[src/rtl/core/ssrs_pkg.sv]
// shared types, constants and word functions for the subset-sum reachable set unit
package ssrs_pkg;

  localparam int MaxSum   = 4095;
  localparam int WordBits = 64;
  localparam int NumWords = MaxSum / WordBits + 1;
  localparam int AddrW    = $clog2(NumWords);
  localparam int BitW     = $clog2(WordBits);
  localparam int SumW     = 12;
  localparam int CountW   = 13;
  localparam int ValW     = 16;

  typedef logic [WordBits-1:0] word_t;
  typedef logic [AddrW-1:0]    addr_t;
  typedef logic [BitW-1:0]     bit_t;
  typedef logic [SumW-1:0]     sum_t;
  typedef logic [CountW-1:0]   count_t;
  typedef logic [ValW-1:0]     val_t;

  // control from the sequencer to the result accumulator
  typedef struct packed {
    logic clear;
    logic valid;
    logic top;
  } tally_ctrl_t;

  // ones at bit positions 0 up to b
  function automatic word_t low_mask(bit_t b);
    return word_t'({WordBits{1'b1}} >> (bit_t'(WordBits - 1) - b));
  endfunction

  function automatic logic [BitW:0] popcount(word_t w);
    logic [BitW:0] n;
    n = '0;
    for (int i = 0; i < WordBits; i++) begin
      n = n + (BitW+1)'(w[i]);
    end
    return n;
  endfunction

  // index of the highest set bit, zero for an empty word
  function automatic bit_t msb_index(word_t w);
    bit_t idx;
    idx = '0;
    for (int i = 0; i < WordBits; i++) begin
      if (w[i]) begin
        idx = bit_t'(i);
      end
    end
    return idx;
  endfunction

endpackage

[src/rtl/core/ssrs_bitmem.sv]
// bitset word memory, two registered read ports, one write port, per-row valid bits
module ssrs_bitmem (
  input  logic            clk_i,
  input  logic            rst_ni,
  input  logic            clear_i,
  input  ssrs_pkg::addr_t rd_a_addr_i,
  input  ssrs_pkg::addr_t rd_b_addr_i,
  input  logic            wr_en_i,
  input  ssrs_pkg::addr_t wr_addr_i,
  input  ssrs_pkg::word_t wr_data_i,
  output ssrs_pkg::word_t rd_a_data_o,
  output ssrs_pkg::word_t rd_b_data_o
);
  import ssrs_pkg::*;

  word_t               mem [NumWords];
  logic [NumWords-1:0] row_valid_q;
  word_t               rd_a_q, rd_b_q;
  logic                vld_a_q, vld_b_q;
  logic                row0_a_q, row0_b_q;

  always_ff @(posedge clk_i or negedge rst_ni) begin
    if (!rst_ni) begin
      row_valid_q <= '0;
    end else if (clear_i) begin
      row_valid_q <= '0;
    end else if (wr_en_i) begin
      row_valid_q[wr_addr_i] <= 1'b1;
    end
  end

  always_ff @(posedge clk_i) begin
    if (wr_en_i) begin
      mem[wr_addr_i] <= wr_data_i;
    end
    rd_a_q   <= mem[rd_a_addr_i];
    rd_b_q   <= mem[rd_b_addr_i];
    vld_a_q  <= row_valid_q[rd_a_addr_i];
    vld_b_q  <= row_valid_q[rd_b_addr_i];
    row0_a_q <= (rd_a_addr_i == '0);
    row0_b_q <= (rd_b_addr_i == '0);
  end

  // a row never written since the last clear holds the empty set, sum zero in row zero
  assign rd_a_data_o = vld_a_q ? rd_a_q : word_t'(row0_a_q);
  assign rd_b_data_o = vld_b_q ? rd_b_q : word_t'(row0_b_q);

endmodule

[config.mk]
export PLATFORM = sky130hd
export DESIGN_NAME = ssrs_bitmem
export DESIGN_NICKNAME = d
export VERILOG_FILES = /design/src/rtl/core/ssrs_pkg.sv /design/src/rtl/core/ssrs_bitmem.sv
export SDC_FILE = /design/constraint.sdc
export NUM_CORES = 2
export LEC_CHECK = 0
export BUFFER_PORTS_ARGS = -buffer_cell sky130_fd_sc_hd__buf_2
export CAP_MARGIN = 20
export CORE_MARGIN = 2
export CORE_UTILIZATION = 25
export CTS_BUF_LIST = sky130_fd_sc_hd__clkbuf_16
export DETAILED_ROUTE_END_ITERATION = 16
export PLACE_DENSITY = 0.48
export SETUP_SLACK_MARGIN = 0.1
export SYNTH_ARGS = -nofsm -noshare
export SYNTH_HDL_FRONTEND = slang
export SYNTH_SLANG_ARGS = --single-unit
[constraint.sdc]
create_clock -name clk_i -period 1.8 [get_ports clk_i]
set_clock_uncertainty 0.15 [all_clocks]
set_input_delay 0.18 -clock clk_i [delete_from_list [all_inputs] [get_ports clk_i]]
set_output_delay 0.18 -clock clk_i [all_outputs]
set_load 0.02 [all_outputs]
* Word-level counts from Yosys, hierarchy flattened
Memory sizes are Yosys's and may differ from the RTL's. A register that Yosys moved wholly into a read port is not among the register bits.
Cells that the tools add are included.
** Storage, ports and cells
- Register bits after elaboration :: 68
- Memory bits (writable) :: 4096
- Bits of input ports :: 86
- Output and inout port bits :: 128
- Logic and storage cells :: 27
- Memories :: 1
** Operators by class
- $lt $le $gt $ge :: 4
- Mux-type cells :: 12
- Bitwise logic cells :: 1
- Reduce and logical (&&, ||, !) cells :: 4
** Memories
- mem :: depth 64, bits a word 64, read ports 2, clocked after memory_dff 2, wr ports 1, RTL line ssrs_bitmem.sv:16 : word_t mem [NumWords];
** Operators by type and width (number)
- 64-bit two-way mux :: 4
- 64-bit bitwise OR :: 1
- 6-bit by 7-bit < comparator with 1-bit output (second input constant) :: 3
- 1-bit binary-select mux with 6-bit select :: 2
- 6-bit logical NOT :: 2
- 1-bit demux with 6-bit select :: 1
- 6-bit by 1-bit greater-or-equal comparator with 1-bit output (second input constant) :: 1
- 1-bit two-way mux :: 5
- 2-bit nonzero test :: 1
- 1-bit logical AND :: 1

* Logic depth before layout (Yosys ltp)
- Depth after elaboration :: 7
- Mapped depth :: 11
- Depth with buffers taken out :: 5

* Worst setup path after synthesis
OpenSTA, ideal clock, no wires.
- Kind :: input to register
- From :: input port wr_addr_i[5]
- To :: memory mem[48][0] in the netlist's numbering, enable pin
- Setup time :: 0.647 ns
- Data arrival time :: 6.920 ns
- Required time :: 1.003 ns
- Slack :: -5.917 ns
- Stages :: 4
- Buffers on the path :: 1
- Cells stage by stage :: clkbuf_1 nand3_1 or2_2 nor4_1
** RTL lines
- start, declared :: RTL line ssrs_bitmem.sv:9 : input ssrs_pkg::addr_t wr_addr_i,
- end, declared :: RTL line ssrs_bitmem.sv:16
Straight into the memory's write port.

==> flow_metrics.tcl <==
set metrics [dict create \
    crit_arrival_ns 3.55 \
    row_count 324 \
    setup_violations 827 \
    power_uw 233700 \
    final.setup.worst_slack_ns -0.9507 \
    grt_pass1_wl_um 1146000 \
    initial_core_util 0.2510 \
    crit_buf_inv 6 \
    dp_hpwl_um 608000 \
    first_pass_iters 7 \
    timing.final.crit_share 1.528 \
    drc 0 \
    routabilityCongestion 0.8687 \
    viasPerCell 5.362 \
    globalRouteTotalUtil 0.2128 \
    critPathTopFamily "buffers and inverters" \
    io_buffers 213 \
    path_cells "buf_8, buf_12, dlygate4sd3_1, inv_4, nand2_4, buf_12, o22ai_1, a311oi_1, buf_4, o2bb2ai_1" \
    period_minus_slack_ns 2.751 \
    vias 123800 \
    yosysTopAreaCellShare 0.6289 \
    synth_area_mm2 0.1956 \
    cpPeakStageDelay_ns 1.37 \
    synthCells 9797 \
    power.density_mw_per_mm2 917.6 \
    cp_common_cell "buf_12" \
    synth_ff_type "edfxtp_1" \
    vdd_drop_max_uv 942.2 \
    power_leakage_uw 0.08437 \
    cts_tree "built" \
    hold_path_class "in -> reg" \
    drt_iter0_drc 17080 \
    yosysSeqAreaShare 0.6506 \
    synthMuxAreaShare 0.2711 \
    reg2reg_depth 5 \
    crit_type "in -> reg" \
    end_kind "flip-flop" \
    die_h_um 888.5 \
    ys_types 56 \
    cap_viol_max_count 0 \
    slowest_stage "dlygate4sd3_1" \
    synth_top_family_by_area "multiplexers" \
    rsz0062_at_grt "yes" \
    synthXorXnorAreaFrac 0 \
    crit_path_max_fanout 9 \
    path_clk_slew_ns 0.06 \
    core-area_mm2 0.7792 \
    antenna_found_initial 119 \
    synth_area_leaders "edfxtp_1 (63%), mux4_2 (23%), mux2i_1 (3.3%)" \
    dieArea_mm2 0.7894 \
    worstSetupStartpointType "input port" \
    worstHoldPathCells 5 \
    fillers 74650 \
    nets 12220 \
    tightest_slew_ns 1.222 \
    cp.required_ns 2.60 \
    cts_buffers 466 \
    hold_viol 1 \
    fmax_ghz 0.3635 \
    yosysMostFrequentCell "edfxtp_1" \
    yosys.area_share.simple 0.02184 \
    antenna_left 0 \
    htreeDepth 5 \
    yosys.area.top_type "edfxtp_1" \
    clk-insertion-delay-late_ns 1.08 \
    status "finished with violations" \
    io_pins 214 \
    syn_to_final_growth_pct 30.22 \
    gr-total-overflow 0 \
    cts_sinks 4292 \
    whs_ns -0.002213 \
    async_flop_share 0.01491 \
    synth_top_cells_by_count "edfxtp_1 (4,096), mux4_2 (2,027), mux2i_1 (649)" \
    synth_edf_count 4096 \
    synth_area_per_cell_um2 19.96 \
    setup_tns_ns -181.92 \
    synth-seq-cells 4292 \
    ys_warn_count 0 \
    synth-compound-area-share 0.03628 \
    wirelength_um 868400 \
    slew_headroom 0.1826 \
    violations "negative hold slack, negative setup slack" \
    grt_max_degree 65 \
    syn-num-nets 9883 \
    routedWlPerCell_um 37.63 \
    clock_path_buffers 4 \
    synthAdderAreaFrac 0 \
    drive_above_1_share 0.4670 \
    path_depth 10 \
    grt_pass1_vias 121900 \
    slew_violations 0 \
    root_buffer "clkbuf_16" \
    die-width_um 888.5 \
]
[repair_timing]
action | 4_1_cts | 5_1_grt
setup endpoints to repair | 258 | 3845
gates resized for setup | 612 | 281
setup buffers | 31 | 37
hold buffers | 131 | 19
gates cloned | 4 | 7
hold endpoints to repair | 6072 | 378
pin swaps | 144 | 70
[flip-flops by register name (all words and copies together) (netlist names)]
name / flops
row0_a_q: 1
mem: 4096
row_valid_q: 64
vld_b_q: 1
rd_a_q: 64
row0_b_q: 1
rd_b_q: 64
vld_a_q: 1
[through the flow]
| step | instances | setup slack, ns | utilization | area, um^2 |
|---|---|---|---|---|
| after floorplan | 9797 | -1.641 | - | 195900 |
| after global placement | 21880 | -1.538 | 0.2997 | 233500 |
| after detailed placement | 21880 | -1.501 | 0.2997 | 233500 |
| after CTS | 22900 | -0.9291 | 0.3239 | 252400 |
| after global routing | 23030 | -0.9106 | 0.3267 | 254500 |
| final | 23080 | -0.9507 | 0.3269 | 254700 |
[cell type report]
cell class,instances,area [um^2],area share
clock inverters,415,3457,0.01357
well taps,10430,13050,0.05125
inverters,8,67.56,0.0002653
diodes,93,232.7,0.0009138
repair buffers,2658,31360,0.1231
clock buffers,470,11760,0.04618
multi-input cells,4710,67480,0.2650
flip-flops and latches,4292,127300,0.4997
[worst paths after layout]
| check | start | endpoint | slack, ns |
|---|---|---|---|
| min | wr_addr_i[3] | mem[48][21] | -0.002 |
| max in group asynchronous | rst_ni | row_valid_q[53] | 0.08 |
| min in group asynchronous | rst_ni | row_valid_q[61] | 0.41 |
| min reg2reg | row_valid_q[46] | row_valid_q[46] | 0.36 |
| max reg2reg | mem[47][62] | rd_a_q[62] | -0.44 |
| max | rd_a_addr_i[4] | rd_a_q[56] | -0.95 |
[layer usage]
layer	share of wire	track usage
met4	0.039	0.07134
met5	0.00027	0
met2	0.46	0.3362
met1	0.41	0.2934
met3	0.088	0.04303
[worst min-delay path: cells and delay by family]
kind | cells | cell delay, ns
buffers and inverters | 3 | 0.67
and+or+nand+nor | 2 | 0.18
[cells in the final DEF (no fill, tap or decap), types with 79 or more instances in the layout]
cell,count
clkinv_1,103
clkbuf_16,476
nor2_4,84
mux2i_1,613
buf_4,1465
diode_2,93
a21oi_1,158
nor2_1,166
dfxtp_1,119
inv_1,101
and2_4,86
buf_12,839
buf_6,112
edfxtp_1,4096
dlygate4sd3_1,131
o22ai_1,136
clkinv_2,96
o221ai_1,97
buf_2,79
and2_1,84
nand2_1,292
mux4_2,2027
[kinds of logic after synthesis]
| family | count (synthesis) |
|---|---|
| AO/OA/AOI/OAI | 1046 |
| buffers and inverters | 795 |
| flip-flops | 4292 |
| multiplexers | 2753 |
| AND/OR/NAND/NOR | 911 |
[power breakdown]
group	total, uW	switching, uW	internal, uW
clock	97200	43200	54000
sequential	112000	1180	110000
combinational	24900	14000	10900
total	234000	58400	175000
Note: power is estimated with default switching activity, not from simulation.
