## src/rtl/core/ssrs_pkg.sv

```systemverilog
// shared types, constants and word functions for the subset-sum reachable set unit
package ssrs_pkg;

  localparam int MaxSum   = 4095;
  localparam int WordBits = 64;
  localparam int NumWords = MaxSum / WordBits + 1;
  localparam int AddrW    = $clog2(NumWords);
  localparam int BitW     = $clog2(WordBits);
  localparam int SumW     = 12;
  localparam int CountW   = 13;
  localparam int ValW     = 16;

  typedef logic [WordBits-1:0] word_t;
  typedef logic [AddrW-1:0]    addr_t;
  typedef logic [BitW-1:0]     bit_t;
  typedef logic [SumW-1:0]     sum_t;
  typedef logic [CountW-1:0]   count_t;
  typedef logic [ValW-1:0]     val_t;

  // control from the sequencer to the result accumulator
  typedef struct packed {
    logic clear;
    logic valid;
    logic top;
  } tally_ctrl_t;

  // ones at bit positions 0 up to b
  function automatic word_t low_mask(bit_t b);
    return word_t'({WordBits{1'b1}} >> (bit_t'(WordBits - 1) - b));
  endfunction

  function automatic logic [BitW:0] popcount(word_t w);
    logic [BitW:0] n;
    n = '0;
    for (int i = 0; i < WordBits; i++) begin
      n = n + (BitW+1)'(w[i]);
    end
    return n;
  endfunction

  // index of the highest set bit, zero for an empty word
  function automatic bit_t msb_index(word_t w);
    bit_t idx;
    idx = '0;
    for (int i = 0; i < WordBits; i++) begin
      if (w[i]) begin
        idx = bit_t'(i);
      end
    end
    return idx;
  endfunction

endpackage

```

## src/rtl/core/ssrs_word_alu.sv

```systemverilog
// shared funnel shift, bound mask and merge for one bitset word
module ssrs_word_alu (
  input  ssrs_pkg::word_t hi_i,
  input  ssrs_pkg::word_t lo_i,
  input  ssrs_pkg::word_t dest_i,
  input  logic            lo_zero_i,
  input  ssrs_pkg::bit_t  shamt_i,
  input  logic            top_i,
  input  ssrs_pkg::bit_t  top_bit_i,
  output ssrs_pkg::word_t word_o
);
  import ssrs_pkg::*;

  logic [2*WordBits-1:0] cat;
  word_t                 lo_eff;
  word_t                 mask;

  always_comb begin
    lo_eff = lo_zero_i ? '0 : lo_i;
    cat    = {hi_i, lo_eff} << shamt_i;
    mask   = top_i ? low_mask(top_bit_i) : '1;
    word_o = dest_i | (cat[2*WordBits-1:WordBits] & mask);
  end

endmodule

```

## config.mk

```make
export PLATFORM = sky130hd
export DESIGN_NAME = ssrs_word_alu
export DESIGN_NICKNAME = d
export VERILOG_FILES = /design/src/rtl/core/ssrs_pkg.sv /design/src/rtl/core/ssrs_word_alu.sv
export SDC_FILE = /design/constraint.sdc
export NUM_CORES = 1
export LEC_CHECK = 0
export ABC_CLOCK_PERIOD_IN_PS = 8100
export BUFFER_PORTS_ARGS = -buffer_cell sky130_fd_sc_hd__buf_2
export CAP_MARGIN = 10
export CORE_MARGIN = 4
export CORE_UTILIZATION = 50
export DETAILED_ROUTE_END_ITERATION = 6
export PLACE_DENSITY = 0.77
export SETUP_SLACK_MARGIN = 0.02
export SYNTH_ARGS = -nofsm -noshare
export SYNTH_HDL_FRONTEND = slang
export SYNTH_SLANG_ARGS = --single-unit
```

## constraint.sdc

```tcl
create_clock -name vclk -period 8.1
set_input_delay 1.62 -clock vclk [all_inputs]
set_output_delay 1.62 -clock vclk [all_outputs]
set_load 0.05 [all_outputs]
```

Word-level counts from Yosys, hierarchy flattened
Index checks and enable logic that the tools add are counted.

storage, ports and cells
  register bits after elaboration = 0
  logic and storage cells = 7
  output and inout port bits = 64
  input bits = 206

cells by class
  shift operators = 2
  muxes and demuxes = 2
  bitwise logic cells = 2
  add/subtract/negate cells = 1

operators with widths
  cell                                                                  number
  64-bit 2-to-1 mux                                                     2
  128-bit by 6-bit left shift with 128-bit output                       1
  64-bit bitwise AND                                                    1
  64-bit OR                                                             1
  64-bit by 6-bit right shift with 64-bit output, first input constant  1
  6-bit subtractor, first input constant                                1

Depth between registers and ports, before layout
  depth after elaboration = 5
  gate-level depth with buffers = 12
  mapped depth without buffers = 6

Worst setup path before layout
Ideal clock, no wire load.

  path type = input to output
  start = in shamt_i[0]
  end = out word_o[8]
  arrival time = 4.931 ns
  required time = 6.480 ns
  stages = 9
  slack = 1.549 ns
  path buffers = 3
  path through = buf_4 inv_2 buf_2 buf_2 mux2i_1 mux2i_1 o21ai_0 mux2i_1 o311ai_0

on the way
  longest elaborated chain between the ends = 3

ends and longest elaborated chain
  element                                          line                 source
  start: declaration                               ssrs_word_alu.sv:7   input ssrs_pkg::bit_t shamt_i,
  128-bit by 6-bit left shift with 128-bit output  ssrs_word_alu.sv:20  cat = {hi_i, lo_eff} << shamt_i;
  64-bit bitwise AND                               ssrs_word_alu.sv:22  word_o = dest_i | (cat[2*WordBits-1:WordBits] & mask);
  64-bit OR                                        ssrs_word_alu.sv:22
  end: declaration                                 ssrs_word_alu.sv:10  output ssrs_pkg::word_t word_o

No other way between the ends.

Final worst setup path
  start = in shamt_i[0]
  end = out word_o[26]

Same word-level chain as after synthesis.

==> impl_results.html <==
<table>
<tr><th>Metric</th><th>Value</th></tr>
<tr><th colspan="2">Finish</th></tr>
<tr><td>Flip-flop and latch count</td><td>0</td></tr>
<tr><td>Synth-to-layout area growth</td><td>12.4%</td></tr>
<tr><td>Proportion of layout cells with a drive suffix above 1</td><td>0.348</td></tr>
<tr><td>Post-layout util</td><td>0.578</td></tr>
<tr><td>Number of diodes</td><td>0</td></tr>
<tr><td>Final nets</td><td>1,617</td></tr>
<tr><td>Number of clock buffers in the layout</td><td>0</td></tr>
<tr><td>Area taken by flip-flops and latches</td><td>0 um2</td></tr>
<tr><td>Final cell count without fillers</td><td>1,674</td></tr>
<tr><td>Filler cell count</td><td>1,901</td></tr>
<tr><th colspan="2">Power</th></tr>
<tr><td>Power Internal</td><td>357 uW</td></tr>
<tr><td>Net switching fraction of the power</td><td>0.653</td></tr>
<tr><td>Net switching power</td><td>671 uW</td></tr>
<tr><td>Share of power burned in registers</td><td>0</td></tr>
<tr><td>Leakage power</td><td>4.65 nW</td></tr>
<tr><td>Power Density</td><td>90.5 nW/um2</td></tr>
<tr><td>Proportion of power drawn by combinational gates</td><td>1.000</td></tr>
<tr><td>Worst vdd ir</td><td>0.0000656 V</td></tr>
<tr><td>Share of total power in the clock network</td><td>0</td></tr>
<tr><th colspan="2">Drt</th></tr>
<tr><td>Total vias in the final route</td><td>13.0k</td></tr>
<tr><td>Number of DRC violations after detailed routing</td><td>0</td></tr>
<tr><td>DRT Pass-1 Iters</td><td>7</td></tr>
<tr><td>Detail-routed via count per cell</td><td>7.75</td></tr>
<tr><td>Wire per inst</td><td>31.3 um</td></tr>
<tr><td>Drt initial violations</td><td>2,223</td></tr>
<tr><td>Number of nets with antenna violations after detailed routing</td><td>0</td></tr>
<tr><td>WL final</td><td>52.3 mm</td></tr>
<tr><th colspan="2">Critical path</th></tr>
<tr><td>Data arrival time of the worst path</td><td>5.16 ns</td></tr>
<tr><td>Crit-path leading delay family</td><td>buffers and inverters</td></tr>
<tr><td>Crit start category</td><td>input port</td></tr>
<tr><td>Startpoint-to-endpoint class of the critical path</td><td>input port to output pin</td></tr>
<tr><td>Number of buffers and inverters on the critical path</td><td>3</td></tr>
<tr><td>Biggest cell delay along the critical path</td><td>0.71 ns</td></tr>
<tr><td>Slowest stage cell, crit path</td><td>sky130_fd_sc_hd__buf_4</td></tr>
<tr><td>Series of cell instances along the critical path</td><td>buf_4 -&gt; buf_4 -&gt; mux2i_1 -&gt; or2_2 -&gt; mux4_2 -&gt; a21oi_1 -&gt; a21oi_1 -&gt; o311ai_0 -&gt; buf_2</td></tr>
<tr><td>Largest fanout of any net on the critical path</td><td>53</td></tr>
<tr><td>Worst endpoint required time</td><td>6.48 ns</td></tr>
<tr><td>Kind of end point of the critical path</td><td>output pin</td></tr>
<tr><th colspan="2">Global routing</th></tr>
<tr><td>Initial antenna violation count</td><td>2</td></tr>
<tr><td>Vias in the first global route</td><td>11.5k</td></tr>
<tr><td>Global router's overall resource usage</td><td>0.438</td></tr>
<tr><td>Congestion Overflow GR</td><td>0</td></tr>
<tr><td>Global-route wire length before repair</td><td>74.9 mm</td></tr>
<tr><td>Maximum number of pins on one net before global-route repair</td><td>88</td></tr>
<tr><th colspan="2">Place</th></tr>
<tr><td>Total half-perimeter wirelength after legalization and detailed placement</td><td>41.3 mm</td></tr>
<tr><td>Placed Cells</td><td>1,674</td></tr>
<tr><td>Routability congestion estimate</td><td>1.08</td></tr>
<tr><td>Count of port buffers added during placement</td><td>269</td></tr>
<tr><th colspan="2">Min path</th></tr>
<tr><td>HP Class</td><td>input port to output pin</td></tr>
<tr><th colspan="2">Timing</th></tr>
<tr><td>Period utilization</td><td>0.837</td></tr>
<tr><td>Setup repair after global routing missed its margin</td><td>false</td></tr>
<tr><td>Pins Over Slew Limit</td><td>0</td></tr>
<tr><td>Setup violators final</td><td>0</td></tr>
<tr><td>Final total negative setup slack</td><td>0 ns</td></tr>
<tr><td>Final worst path period need</td><td>6.78 ns</td></tr>
<tr><td>Slew HR</td><td>0.240</td></tr>
<tr><td>Hold Fails Final Rpt</td><td>0</td></tr>
<tr><td>Worst Max-Slew Pin Slew</td><td>1.13 ns</td></tr>
<tr><td>Highest Clock Rate</td><td>148 MHz</td></tr>
<tr><th colspan="2">Floorplan</th></tr>
<tr><td>Die Y-Extent</td><td>150 um</td></tr>
<tr><td>Core Rows</td><td>51</td></tr>
<tr><td>IO Pins</td><td>270</td></tr>
<tr><td>Initial Utilization</td><td>0.514</td></tr>
<tr><td>Die Area</td><td>22,500 um2</td></tr>
<tr><td>DIE WIDTH</td><td>150 um</td></tr>
<tr><td>Area of the core</td><td>19,700 um2</td></tr>
<tr><th colspan="2">Logic synthesis</th></tr>
<tr><td>Synth unique cells</td><td>82</td></tr>
<tr><td>Fraction of post-synthesis cell area in the top cell type by area</td><td>0.281</td></tr>
<tr><td>Share of the yosys chip area belonging to registers</td><td>0</td></tr>
<tr><td>Number of synthesis warnings</td><td>0</td></tr>
<tr><td>Yosys top cell by area</td><td>sky130_fd_sc_hd__mux4_2</td></tr>
<tr><td>Average size of a mapped cell</td><td>8.17 um2</td></tr>
<tr><td>Mapped Nets</td><td>1,443</td></tr>
<tr><td>Leading post-synthesis cells by cell area</td><td>sky130_fd_sc_hd__mux4_2, sky130_fd_sc_hd__mux2i_1, sky130_fd_sc_hd__o22ai_1</td></tr>
<tr><td>Cell area after technology mapping</td><td>10,100 um2</td></tr>
<tr><td>Number of cells produced by synthesis</td><td>1,237</td></tr>
<tr><th colspan="2">Run</th></tr>
<tr><td># Max-Cap Violations</td><td>0</td></tr>
<tr><th colspan="2">Clock network</th></tr>
<tr><td>Post-cts resize count</td><td>0</td></tr>
<tr><td>Hold Buf Count CTS</td><td>0</td></tr>
<tr><td>Post-CTS Setup Repair Bufs</td><td>0</td></tr>
<tr><th colspan="2">Outcome</th></tr>
<tr><td>Result of the run</td><td>completed</td></tr>
</table>
==> final timing paths <==
| kind | slack (ns) | from | to | depth (start not counted) |
|---|---|---|---|---|
| worst max-delay path | 1.32 | shamt_i[0] | word_o[26] | 9 |
| worst min-delay path | 3.63 | dest_i[55] | word_o[55] | 3 |
==> final cells by class <==
| class | instances | area (um2) | area share |
|---|---|---|---|
| inverters | 25 | 93.8 | 0.00826 |
| well taps | 265 | 332 | 0.0292 |
| repair buffers | 302 | 1610 | 0.142 |
| multi-input cells | 1082 | 9320 | 0.821 |
==> power groups by stage <==
stage / clock [mW] / combinational, mW / sequential, mW
3_3_place_gp: 0 / 0.974 / 0
2_1_floorplan: 0 / 0.655 / 0
4_1_cts: 0 / 0.982 / 0
6_report: 0 / 1.03 / 0
3_5_place_dp: 0 / 0.978 / 0
5_1_grt: 0 / 1.06 / 0
==> metrics by stage <==
stage                     worst slack [ns]  hold slack, ns  cell area [um2]  total power [mW]
after global placement                1.42            3.63            11400             0.974
after global routing                  1.10            3.65            11400              1.06
after floorplan                       1.55            3.49            10100             0.655
after detailed placement              1.30            3.63            11400             0.978
final                                 1.32            3.63            11400              1.03
after CTS                             1.32            3.63            11400             0.982
==> logic make-up after synthesis <==
logic type,Yosys count,synth area share
simple gates,349,0.157
compound gates,413,0.282
mux,320,0.483
buf+inv,155,0.0771
==> tightest hold or removal path, stage by stage <==
cell                     delay, ns
sky130_fd_sc_hd__buf_2        0.08
sky130_fd_sc_hd__a21o_1       0.07
sky130_fd_sc_hd__buf_2        0.25
==> synthesized netlist by cell type (8+ instances only) <==
library cell                count
sky130_fd_sc_hd__mux2i_1      149
sky130_fd_sc_hd__nand2_1      133
sky130_fd_sc_hd__mux4_2       126
sky130_fd_sc_hd__nor2_1       107
sky130_fd_sc_hd__o22ai_1      107
sky130_fd_sc_hd__o21ai_0       67
sky130_fd_sc_hd__clkbuf_1      51
sky130_fd_sc_hd__a21oi_1       45
sky130_fd_sc_hd__mux2_2        40
sky130_fd_sc_hd__buf_2         38
sky130_fd_sc_hd__nand3_1       25
sky130_fd_sc_hd__inv_1         20
sky130_fd_sc_hd__buf_4         19
sky130_fd_sc_hd__a22oi_1       17
sky130_fd_sc_hd__nor4_1        15
sky130_fd_sc_hd__a31oi_1       14
sky130_fd_sc_hd__a21o_1        12
sky130_fd_sc_hd__buf_1         12
sky130_fd_sc_hd__a211oi_1      11
sky130_fd_sc_hd__a311o_1       10
sky130_fd_sc_hd__nor3_1        10
sky130_fd_sc_hd__a31o_2         9
sky130_fd_sc_hd__and2_1         9
sky130_fd_sc_hd__buf_6          9
sky130_fd_sc_hd__o2111ai_1      9
sky130_fd_sc_hd__o211ai_1       9
sky130_fd_sc_hd__o221ai_1       9
sky130_fd_sc_hd__o31ai_1        9
sky130_fd_sc_hd__or3_1          8
==> routing by layer <==
layer  up-vias  global-route usage  wire, um
met3       169               0.147      9130
met1      6185               0.638     19700
met4         6               0.111      1950
li1       5414                   -         -
met5         -              0.0318       138
met2      1204               0.619     21400
==> placed cells by master, fill, tap and decap left out, drive strengths merged, types with 10 or more instances in the layout <==
master / Yosys / layout
o22ai: 107 / 107
o21ai: 68 / 68
a311o: 10 / 10
mux2: 40 / 40
a21o: 12 / 12
a21oi: 45 / 45
a31o: 10 / 10
nand3: 25 / 25
nor3: 10 / 10
mux4: 128 / 128
nand2: 133 / 133
a31oi: 14 / 14
inv: 24 / 24
a211oi: 11 / 11
nor4: 15 / 15
mux2i: 152 / 152
a22oi: 17 / 17
buf: 79 / 302
nor2: 108 / 108
Power figures use the tool's default switching activity.
