==> src/rtl/core/ssrs_pkg.sv <==
// shared types, constants and word functions for the subset-sum reachable set unit
package ssrs_pkg;

  localparam int MaxSum   = 4095;
  localparam int WordBits = 64;
  localparam int NumWords = MaxSum / WordBits + 1;
  localparam int AddrW    = $clog2(NumWords);
  localparam int BitW     = $clog2(WordBits);
  localparam int SumW     = 12;
  localparam int CountW   = 13;
  localparam int ValW     = 16;

  typedef logic [WordBits-1:0] word_t;
  typedef logic [AddrW-1:0]    addr_t;
  typedef logic [BitW-1:0]     bit_t;
  typedef logic [SumW-1:0]     sum_t;
  typedef logic [CountW-1:0]   count_t;
  typedef logic [ValW-1:0]     val_t;

  // control from the sequencer to the result accumulator
  typedef struct packed {
    logic clear;
    logic valid;
    logic top;
  } tally_ctrl_t;

  // ones at bit positions 0 up to b
  function automatic word_t low_mask(bit_t b);
    return word_t'({WordBits{1'b1}} >> (bit_t'(WordBits - 1) - b));
  endfunction

  function automatic logic [BitW:0] popcount(word_t w);
    logic [BitW:0] n;
    n = '0;
    for (int i = 0; i < WordBits; i++) begin
      n = n + (BitW+1)'(w[i]);
    end
    return n;
  endfunction

  // index of the highest set bit, zero for an empty word
  function automatic bit_t msb_index(word_t w);
    bit_t idx;
    idx = '0;
    for (int i = 0; i < WordBits; i++) begin
      if (w[i]) begin
        idx = bit_t'(i);
      end
    end
    return idx;
  endfunction

endpackage

==> src/rtl/core/ssrs_tally.sv <==
// accumulates count, largest sum and target bit over the scanned words
module ssrs_tally (
  input  logic                  clk_i,
  input  logic                  rst_ni,
  input  ssrs_pkg::tally_ctrl_t ctrl_i,
  input  ssrs_pkg::addr_t       idx_i,
  input  ssrs_pkg::bit_t        top_bit_i,
  input  ssrs_pkg::word_t       word_i,
  output logic                  reachable_o,
  output ssrs_pkg::sum_t        best_o,
  output ssrs_pkg::count_t      count_o
);
  import ssrs_pkg::*;

  logic   reach_q;
  sum_t   best_q;
  count_t count_q;
  word_t  masked;

  assign masked = ctrl_i.top ? (word_i & low_mask(top_bit_i)) : word_i;

  always_ff @(posedge clk_i or negedge rst_ni) begin
    if (!rst_ni) begin
      reach_q <= 1'b0;
      best_q  <= '0;
      count_q <= '0;
    end else if (ctrl_i.clear) begin
      reach_q <= 1'b0;
      best_q  <= '0;
      count_q <= '0;
    end else if (ctrl_i.valid) begin
      count_q <= count_q + count_t'(popcount(masked));
      if (masked != '0) begin
        best_q <= {idx_i, msb_index(masked)};
      end
      if (ctrl_i.top) begin
        reach_q <= word_i[top_bit_i];
      end
    end
  end

  assign reachable_o = reach_q;
  assign best_o      = best_q;
  assign count_o     = count_q;

endmodule

==> config.mk <==
export PLATFORM = sky130hd
export DESIGN_NAME = ssrs_tally
export DESIGN_NICKNAME = d
export VERILOG_FILES = /design/src/rtl/core/ssrs_pkg.sv /design/src/rtl/core/ssrs_tally.sv
export SDC_FILE = /design/constraint.sdc
export NUM_CORES = 1
export LEC_CHECK = 0
export BUFFER_PORTS_ARGS = -buffer_cell sky130_fd_sc_hd__clkbuf_2
export CAP_MARGIN = 20
export CORE_UTILIZATION = 35
export CTS_BUF_LIST = sky130_fd_sc_hd__clkbuf_8
export CTS_CLUSTER_DIAMETER = 150
export DETAILED_ROUTE_END_ITERATION = 10
export SLEW_MARGIN = 20
export SYNTH_ARGS = -nofsm -noshare
export SYNTH_HDL_FRONTEND = slang
export SYNTH_SLANG_ARGS = --single-unit
==> constraint.sdc <==
create_clock -name clk_i -period 18.5 [get_ports clk_i]
set_input_delay 0.925 -clock clk_i [delete_from_list [all_inputs] [get_ports clk_i]]
set_output_delay 0.925 -clock clk_i [all_outputs]
set_load 0.01 [all_outputs]
After elaboration in Yosys (flattened, before gate mapping)
Cells that the tools add are included.
- register bits: 26
- input port bits: 81
- output and inout bits: 26
- word-level logic and storage cells: 151
- add/subtract/negate cells: 65
- $lt $le $gt $ge: 1
- shift-type cells: 1
- multiplexer cells: 74
- bitwise operators: 1
- reduce and logical (&&, ||, !) cells: 6
- operator list (kind ; number):
    $add A7 B1 Y7 ; 57
    $mux W6 ; 62
    $and A64 B64 Y64 ; 1
    $mux W64 ; 1
    $reduce_bool A64 Y1 ; 1
    $shr A64 B6 Y64 const A ; 1
    $mux W12 ; 3
    $mux W13 ; 2
    $add A13 B7 Y13 ; 1
    $add A6 B1 Y7 ; 1
    $lt A6 B7 Y1 const B ; 1
    $add A5 B1 Y6 ; 1
    $bmux W1 S6 ; 1
    $reduce_bool A2 Y1 ; 3
    $sub A6 B6 Y6 const A ; 1
    $add A4 B1 Y5 ; 1
    $mux W1 ; 5
    $add A3 B1 Y4 ; 1
    $reduce_and A2 Y1 ; 2
    $add A2 B1 Y3 ; 1
    $add A1 B1 Y2 ; 1

Depth between registers and ports, before layout
Gate-level depths: netlist (run 1).
- depth in word-level cells: 70
- depth in mapped cells: 30
- mapped depth without buffers: 27

Worst setup path before layout (run 1)
OpenSTA, ideal clock, no wires.
- kind: in2reg
- from: input port top_bit_i[5]
- to: register count_q[12] (netlist: count_o[12])
- library setup time: 0.125 ns
- arrival time: 8.276 ns
- required time: 18.375 ns
- setup slack: 10.099 ns
- stages: 28
- buffers on the path: 2
- path through: buf_2 clkbuf_1 nand2_1 o21ai_0 and2_1 fa_1 fa_1 fa_1 inv_1 fa_1 inv_1 fa_1 fa_1 inv_1 fa_1 fa_1 xor2_1 ha_1 nor2b_1 fa_1 nor2b_1 o21ai_0 a21boi_0 o21ai_0 a21boi_0 o21ai_0 a21oi_1 mux2_2
- longest elaborated chain between the ends: 70
- RTL lines (item ; RTL line ; text):
    from (decl) ; ssrs_tally.sv:7 ; input ssrs_pkg::bit_t top_bit_i,
    $sub A6 B6 Y6 * ; ssrs_pkg.sv:29 ; return word_t'({WordBits{1'b1}} >> (bit_t'(WordBits - 1) - b));
    $shr A64 B6 Y64 * ; ssrs_pkg.sv:29 ;
    $and A64 B64 Y64 * ; ssrs_tally.sv:20 ; assign masked = ctrl_i.top ? (word_i & low_mask(top_bit_i)) : word_i;
    $mux W64 * ; ssrs_tally.sv:20 ;
    $add A1 B1 Y2 ; ssrs_pkg.sv:36 ; n = n + (BitW+1)'(w[i]);
    $add A2 B1 Y3 ; ssrs_pkg.sv:36 ;
    $add A3 B1 Y4 ; ssrs_pkg.sv:36 ;
    $add A4 B1 Y5 ; ssrs_pkg.sv:36 ;
    $add A5 B1 Y6 ; ssrs_pkg.sv:36 ;
    $add A6 B1 Y7 ; ssrs_pkg.sv:36 ;
    $add A7 B1 Y7 (56 in a row) ; ssrs_pkg.sv:36 ;
    $add A7 B1 Y7 * ; ssrs_pkg.sv:36 ;
    $add A13 B7 Y13 * ; ssrs_tally.sv:32 ; count_q <= count_q + count_t'(popcount(masked));
    $mux W13 * ; ssrs_tally.sv:31 ; end else if (ctrl_i.valid) begin
    $mux W13 * ; ssrs_tally.sv:27 ; end else if (ctrl_i.clear) begin
    to (signal assigned) ; ssrs_tally.sv:32 ;
    to (decl) ; ssrs_tally.sv:17 ; count_t count_q;
Mark *: on every way between the ends. The rest lies on a longest branch, timed or not. The select of a mux whose other input is x is not followed.
A chain may end at the register's enable or synchronous reset.

Final worst setup path (run 1)
- from: input port ctrl_i[0] in the netlist's numbering
- to: register count_q[12] (netlist: count_o[12])
- longest elaborated chain between the ends: 67
- RTL lines (item ; RTL line ; text):
    from (decl) ; ssrs_tally.sv:5 ; input ssrs_pkg::tally_ctrl_t ctrl_i,
    $mux W64 * ; ssrs_tally.sv:20 ;
    $add A1 B1 Y2 ; ssrs_pkg.sv:36 ;
    $add A2 B1 Y3 ; ssrs_pkg.sv:36 ;
    $add A3 B1 Y4 ; ssrs_pkg.sv:36 ;
    $add A4 B1 Y5 ; ssrs_pkg.sv:36 ;
    $add A5 B1 Y6 ; ssrs_pkg.sv:36 ;
    $add A6 B1 Y7 ; ssrs_pkg.sv:36 ;
    $add A7 B1 Y7 (56 in a row) ; ssrs_pkg.sv:36 ;
    $add A7 B1 Y7 * ; ssrs_pkg.sv:36 ;
    $add A13 B7 Y13 * ; ssrs_tally.sv:32 ;
    $mux W13 * ; ssrs_tally.sv:31 ;
    $mux W13 * ; ssrs_tally.sv:27 ;
Marked as above.

==> reports/metrics.csv, run 1 <==
metric,value,unit
critPathLaunchType,input port,
grt_pass1_wl,31.0,mm
yosysTopAreaCell,fa_1,
routed_wl,19.4,mm
multiInputGateArea,4660,µm²
clock_latency,0.27,ns
route.detailed.drc,0,
cts_resized,0,
cp_max_fo,43,
fp.dieH,131,µm
synth_simple_gate_area_share,0.199,
hp-class,flop to flop,
tns,0,ns
grt_overflow_total,0,
holdPathStages,2,
reg2reg_depth,23,
antenna_found_initial,0,
port-buffer-count,106,
ios,107,
root_buffer,clkbuf_8,
layout_commonest_cell,clkbuf_2,
drive_gt1_frac,0.218,
gp_congestion,0.972,
fill_cells,1645,
drt-pass1-iter-count,5,
synth_fa_ha_area_frac,0.248,
netlist_instances,680,
via_count,5665,
required,18.67,ns
cap_violations,0,
drtIter0Drc,431,
seq_area,651,µm²
die_area,17200,µm²
critPathKind,input port to flop,
outcome,"finished, final reports clean",
cts_buffer_depth,2,
dp_hpwl,15.9,mm
ys_seq_area_frac,0.111,
yosys_warnings,0,
async_flop_share,1.00,
core_area,16100,µm²
rsz0062_at_grt,no,
arrival,9.18,ns
synth_top_area_frac,0.188,
nets,921,
synth_top_flop_cell,dfrtp_1,
synth-compound-area-share,0.248,
synth_mux_area_frac,0.0931,
finalSetupViolCount,0,
cts_buffers,3,
skew,0.00385,ns
period_minus_slack,9.01,ns
grt_pass1_vias,5480,
clock_sinks,26,
maxSlewHeadroom,0.421,
clk_pin_slew,0.09,ns
antennaDiodeCount,0,
fin_crit_sh,0.487,
syn_nets,844,
die_w,131,µm
holdBufCountCts,0,
netlist_area,5850,µm²
vias_per_cell,5.83,
final_hold_viol_count,0,
ys_seq_elements,26,
syn_avg_cell_area,8.60,µm²
synth_top_family_by_area,adder cells,
postCtsSetupBuffers,0,
maxSlewViolCount,0,
final_cell_mix,"106 x clkbuf_2, 82 x inv_1, 55 x fa_1, 47 x o21ai_0, 47 x nor2_1",
htree_levels,1,
start_util,0.363,
synth_xor_area_frac,0.00899,
worst_pin_slew,0.868,ns
cts_tree,done,
drtAntennaViolNets,0,
synthTopCellsByArea,"fa_1 19%, dfrtp_1 11%, mux4_2 8.1%, ha_1 6.0%, inv_1 5.3%",
synth_edf_count,0,
wl_per_cell,20.0,µm
max_freq,111,MHz
syn_to_final_growth,11.5,%
end_kind,flop,
grt_max_degree,49,
rows,46,
synth_cell_types,86,
grt.total_usage,0.229,
==> flip-flops by register name, indices dropped and copies added (netlist names) <==
name,count
reachable_o,1
best_o,12
count_o,13
==> worst max-delay path: stages <==
cell      delay [ns]
clkbuf_2        0.56
nand2b_1        0.11
buf_4           0.27
o21ai_0         0.47
inv_1           0.15
fa_1            0.56
inv_1           0.05
fa_1            0.51
fa_1            0.53
inv_1           0.06
fa_1            0.55
fa_1            0.42
fa_1            0.50
inv_1           0.05
fa_1            0.49
fa_1            0.45
nor2b_1         0.12
o21ai_0         0.14
nor2b_1         0.20
fa_1            0.45
nor2b_1         0.12
o21ai_0         0.10
a21boi_0        0.24
o21ai_0         0.12
a21boi_0        0.30
o21ai_0         0.19
a21oi_1         0.17
mux2_2          0.34
==> kinds of logic after synthesis <==
kind of cell | count (synthesis)
flops | 26
fa+ha+maj | 83
compound gates | 204
simple gates | 213
xor+xnor | 6
mux | 28
buf+inv | 120
==> Yosys cell counts, drive strengths merged (8+ instances only) <==
cell    number
a21boi      14
inv         82
clkbuf       9
mux4        21
a22o         8
a21oi       36
buf         29
o211ai      17
nand2b      10
ha          28
o21a        14
fa          55
nor2        47
nand2       44
nor3        13
nand3       26
a21o        10
o21ai       50
and2        13
dfrtp       26
nor2b       12
==> through the flow <==
step,hold WS [ns],utilization,std cells,worst slack [ns],instance area [µm²]
after floorplan,0.500,-,680,10.10,5850
after global placement,0.469,0.400,968,9.32,6450
after detailed placement,0.465,0.400,968,9.27,6450
after CTS,0.492,0.404,972,9.52,6520
after global routing,0.528,0.404,972,8.85,6520
final,0.491,0.404,972,9.49,6520
==> routing by layer <==
metal  up-vias  GRT usage  share of wire
li1       2598          -              -
met1      2720      0.327           0.43
met2       299      0.345           0.44
met3        48     0.0455          0.090
met4         0     0.0769          0.040
met5         -          0              0
==> worst paths after layout <==
path | from | end | slack, ns
setup / recovery | ctrl_i[0] | count_o[12]$_DFFE_PN0P_ | 9.49
hold / removal | best_o[4]$_DFFE_PN0P_ | best_o[4]$_DFFE_PN0P_ | 0.49
setup reg to reg | count_o[0]$_DFFE_PN0P_ | count_o[12]$_DFFE_PN0P_ | 11.51
hold reg to reg | best_o[4]$_DFFE_PN0P_ | best_o[4]$_DFFE_PN0P_ | 0.49
max in group asynchronous | rst_ni | best_o[6]$_DFFE_PN0P_ | 17.41
min in group asynchronous | rst_ni | reachable_o$_DFFE_PN0P_ | 0.66
==> area by class of cell <==
class / count / share of cell area
clock buffer: 3 / 0.00634
clock inverter: 1 / 0.00461
inverter: 82 / 0.0472
multi-input combinational: 534 / 0.715
sequential: 26 / 0.0998
tap: 216 / 0.0415
timing repair buffer: 110 / 0.0860
Power of run 1 is not shown: default switching activity piles up to over one toggle a cycle in this logic, so the estimate is an artifact.
==> run 2, diff against run 1 <==
==> constraint.sdc (replaced) <==
create_clock -name clk_i -period 8.6 [get_ports clk_i]
set_input_delay 0.43 -clock clk_i [delete_from_list [all_inputs] [get_ports clk_i]]
set_output_delay 0.43 -clock clk_i [all_outputs]
set_load 0.01 [all_outputs]
==> reports/metrics.csv, run 2 (synthesis results as in run 1) <==
metric,value,unit,change
critPathKind,input port to flop,,
antennaDiodeCount,0,,unchanged
vias_per_cell,5.79,,-0.67%
maxSlewHeadroom,0.523,,+0.101
layout_commonest_cell,clkbuf_2,,
placed_area,6700,µm²,+3.9%
grt_pass1_wl,32.7,mm,+5.3%
grt_overflow_total,0,,unchanged
start_util,0.363,,unchanged
route.detailed.drc,0,,unchanged
crit_path_end,count_o[12]$_DFFE_PN0P_,,
die_area,17200,µm²,unchanged
port-buffer-count,106,,unchanged
wl_per_cell,20.4,µm,+1.8%
max_freq,125,MHz,
worst_pin_slew,0.709,ns,-0.159 ns
gp_congestion,0.982,,+0.96%
cpMaxStageDelayCell,fa_1,,
final_util,0.420,,+0.0157
rsz0062_at_grt,no,,
slowest_delay,0.61,ns,+0.05 ns
antenna_found_initial,0,,unchanged
fp.dieH,131,µm,unchanged
critPathLaunchType,input port,,
holdBufCountCts,0,,unchanged
drtAntennaViolNets,0,,unchanged
clk_pin_slew,0.09,ns,about the same
final_area,6770,µm²,+3.9%
maxSlewViolCount,0,,unchanged
cap_violations,0,,unchanged
die_w,131,µm,unchanged
skew,0.00663,ns,+0.00278 ns
reg2reg_depth,23,,unchanged
timing.rr.start,count_o[0]$_DFFE_PN0P_,,
grt.total_usage,0.243,,+0.0142
rows,46,,unchanged
end_kind,flop,,
cp_max_fo,22,,-49%
cts_buffers,3,,unchanged
finalSetupViolCount,0,,unchanged
largest_register_ffs,13,,unchanged
via_count,5801,,+2.4%
crit_family,adder cells,,
tns,0,ns,unchanged
grt_pass1_vias,5736,,+4.7%
htree_levels,1,,unchanged
cts_buffer_depth,2,,unchanged
drt-pass1-iter-count,5,,unchanged
hp-class,input port to asynchronous set/reset pin,,
clock_sinks,26,,unchanged
hold_slack,0.174,ns,-0.317 ns
drive_gt1_frac,0.249,,+0.0311
final_hold_viol_count,0,,unchanged
core_area,16100,µm²,unchanged
cts_tree,done,,
root_buffer,clkbuf_8,,
path_depth,25,,-11%
clock_latency,0.27,ns,about the same
required,8.76,ns,-9.91 ns
period_minus_slack,8.02,ns,
drtIter0Drc,563,,+31%
dp_hpwl,17.1,mm,+7.5%
nets,951,,+3.3%
r2r_slack,1.63,ns,-9.88 ns
ios,107,,unchanged
routed_wl,20.4,mm,+5.0%
crit_top_cell,fa_1,,
outcome,"finished, final reports clean",,
arrival,8.18,ns,-1.00 ns
grt_max_degree,41,,-16%
final_cell_mix,"106 x clkbuf_2, 82 x inv_1, 55 x fa_1, 47 x nor2_1, 46 x o21ai_0",,
critPathBufInv,3,,-3
setup.worst_path.start,ctrl_i[0],,
reg2reg_to,count_o[12]$_DFFE_PN0P_,,
fin_crit_sh,0.932,,
syn_to_final_growth,15.8,%,
-- run 2: cell count changes in the layout (fill, tap and decap cells not counted), sizes merged --
| cell | delta |
|---|---|
| buf | +30 |
-- run 2: cell type report --
cell class                      count  area (µm²)
Clock buffer                        3        41.3
Clock inverter                      1        30.0
Fill cell                        1664        9350
Inverter                           82         308
Multi-Input combinational cell    534        4660
Sequential cell                    26         651
Tap cell                          216         270
Timing Repair Buffer              140         811
-- run 2: through the flow --
stage               setup WS (ns)  instances
floorplan                   0.694        680
global placement            0.411        998
detailed placement          0.336        998
CTS                         0.569       1002
global route              0.00208       1002
finish                      0.582       1002
-- run 2: what timing repair did --
action                     in CTS  in global routing
setup endpoints to repair       0                  1
resized for setup               0                  2
setup buffers                   0                  0
-- run 2: how the worst min path moves through the flow --
stage                                  end  slack (ns)  depth (start not counted)
finish               best_o[6]$_DFFE_PN0P_        0.17                          1
global route        best_o[11]$_DFFE_PN0P_        0.22                          1
CTS                 best_o[11]$_DFFE_PN0P_        0.19                          1
detailed placement   best_o[4]$_DFFE_PN0P_        0.47                          2
global placement     best_o[4]$_DFFE_PN0P_        0.46                          2
floorplan            best_o[0]$_DFFE_PN0P_        0.13                          0
-- run 2: per-layer routing --
layer	track usage	part of all wire	vias to the layer above
li1	-	-	2660
met1	0.344	0.43	2773
met2	0.384	0.45	319
met3	0.0332	0.086	49
met4	0.0749	0.033	0
met5	0	0	-
Power of run 2 is left out for the same reason.
==> run 3, diff against run 2 <==
--- a/config.mk
+++ b/config.mk
@@ -11,6 +11,7 @@
 export CTS_BUF_LIST = sky130_fd_sc_hd__clkbuf_8
 export CTS_CLUSTER_DIAMETER = 150
 export DETAILED_ROUTE_END_ITERATION = 10
+export REMOVE_ABC_BUFFERS = 1
 export SLEW_MARGIN = 20
 export SYNTH_ARGS = -nofsm -noshare
 export SYNTH_HDL_FRONTEND = slang
==> reports/metrics.csv, run 3 (synthesis results as in run 1) <==
metric,value,unit,change
syn_to_final_growth,16.7,%,
clock_latency,0.28,ns,about the same
drtIter0Drc,567,,+0.71%
drtAntennaViolNets,0,,unchanged
end_kind,flop,,
fin_crit_sh,0.934,,+0.00137
dp_cells,1002,,+0.40%
drive_gt1_frac,0.252,,+0.00253
route.detailed.drc,0,,unchanged
arrival,8.21,ns,+0.03 ns
port-buffer-count,106,,unchanged
nets,955,,+0.42%
period_minus_slack,8.03,ns,+0.0118 ns
fill_cells,1681,,+1.0%
antennaDiodeCount,0,,unchanged
clock_sinks,26,,unchanged
grt_pass1_wl,31.1,mm,-4.9%
postCtsSetupBuffers,0,,unchanged
cap_violations,0,,unchanged
crit_top_cell,fa_1,,
start_util,0.363,,unchanged
cts_tree,done,,
cts_resized,0,,unchanged
drt-pass1-iter-count,5,,unchanged
htree_levels,1,,unchanged
via_count,5668,,-2.3%
wl_per_cell,19.2,µm,-5.6%
crit_family,adder cells,,
outcome,"finished, final reports clean",,
core_area,16100,µm²,unchanged
routed_wl,19.3,mm,-5.2%
required,8.78,ns,+0.02 ns
grt_max_degree,35,,-15%
maxSlewViolCount,0,,unchanged
cp_max_fo,10,,-55%
slowest_delay,0.63,ns,+0.02 ns
worst_pin_slew,0.949,ns,+0.240 ns
rsz0062_at_grt,no,,
fp.dieH,131,µm,unchanged
antenna_found_initial,0,,unchanged
maxSlewHeadroom,0.364,,-0.159
largest_register_ffs,13,,unchanged
critPathKind,input port to flop,,
holdBufCountCts,0,,unchanged
hp-class,input port to asynchronous set/reset pin,,
max_freq,125,MHz,-0.15%
clk_pin_slew,0.10,ns,about the same
critPathBufInv,3,,unchanged
ios,107,,unchanged
grt_overflow_total,0,,unchanged
rows,46,,unchanged
grt.total_usage,0.229,,-0.0144
finalSetupViolCount,0,,unchanged
final_hold_viol_count,0,,unchanged
cts_buffers,3,,unchanged
root_buffer,clkbuf_8,,
die_w,131,µm,unchanged
layout_commonest_cell,clkbuf_2,,
gp_congestion,0.949,,-3.3%
skew,0.00356,ns,-0.00307 ns
vias_per_cell,5.63,,-2.7%
dp_hpwl,16.5,mm,-3.8%
die_area,17200,µm²,unchanged
cpMaxStageDelayCell,or4b_1,,
post_layout_nonfiller_instances,1006,,+0.40%
grt_pass1_vias,5446,,-5.1%
tns,0,ns,unchanged
final_cell_mix,"106 x clkbuf_2, 82 x inv_1, 55 x fa_1, 47 x o21ai_0, 47 x nor2_1",,
cts_buffer_depth,2,,unchanged
critPathLaunchType,input port,,
run 3: final timing paths:
check,from,end,slack (ns),depth (start not counted)
max,top_bit_i[3],count_o[12]$_DFFE_PN0P_,0.57,25
min,rst_ni,best_o[7]$_DFFE_PN0P_,0.17,1
max reg2reg,count_o[0]$_DFFE_PN0P_,count_o[12]$_DFFE_PN0P_,1.64,23
min reg2reg,best_o[4]$_DFFE_PN0P_,best_o[4]$_DFFE_PN0P_,0.48,2
max in group asynchronous,rst_ni,count_o[12]$_DFFE_PN0P_,7.99,1
min in group clk_i,idx_i[2],best_o[8]$_DFFE_PN0P_,0.36,2
run 3: area by class of cell:
type                       count  area (µm²)  area share
clock buffer                   3        41.3     0.00605
clock inverter                 1        30.0     0.00440
inverter                      82         308      0.0451
multi-input combinational    534        4660       0.683
sequential                    26         651      0.0954
tap                          216         270      0.0396
timing repair buffer         144         866       0.127
run 3: per-layer routing:
| layer | track usage | part of all wire | vias up |
|---|---|---|---|
| met5 | 0 | 0 | - |
| met4 | 0.0413 | 0.015 | 0 |
| met3 | 0.0231 | 0.066 | 23 |
| met2 | 0.360 | 0.45 | 245 |
| met1 | 0.341 | 0.47 | 2735 |
| li1 | - | - | 2665 |
run 3: through the flow:
stage	hold WS [ns]	cell area, µm²	utilization	worst slack (ns)
finish	0.173	6820	0.423	0.570
global route	0.223	6820	0.423	0.00859
CTS	0.187	6820	0.423	0.608
detailed placement	0.460	6750	0.419	0.337
global placement	0.451	6750	0.419	0.376
floorplan	0.134	5620	-	0.698
Power of run 3 is left out for the same reason.
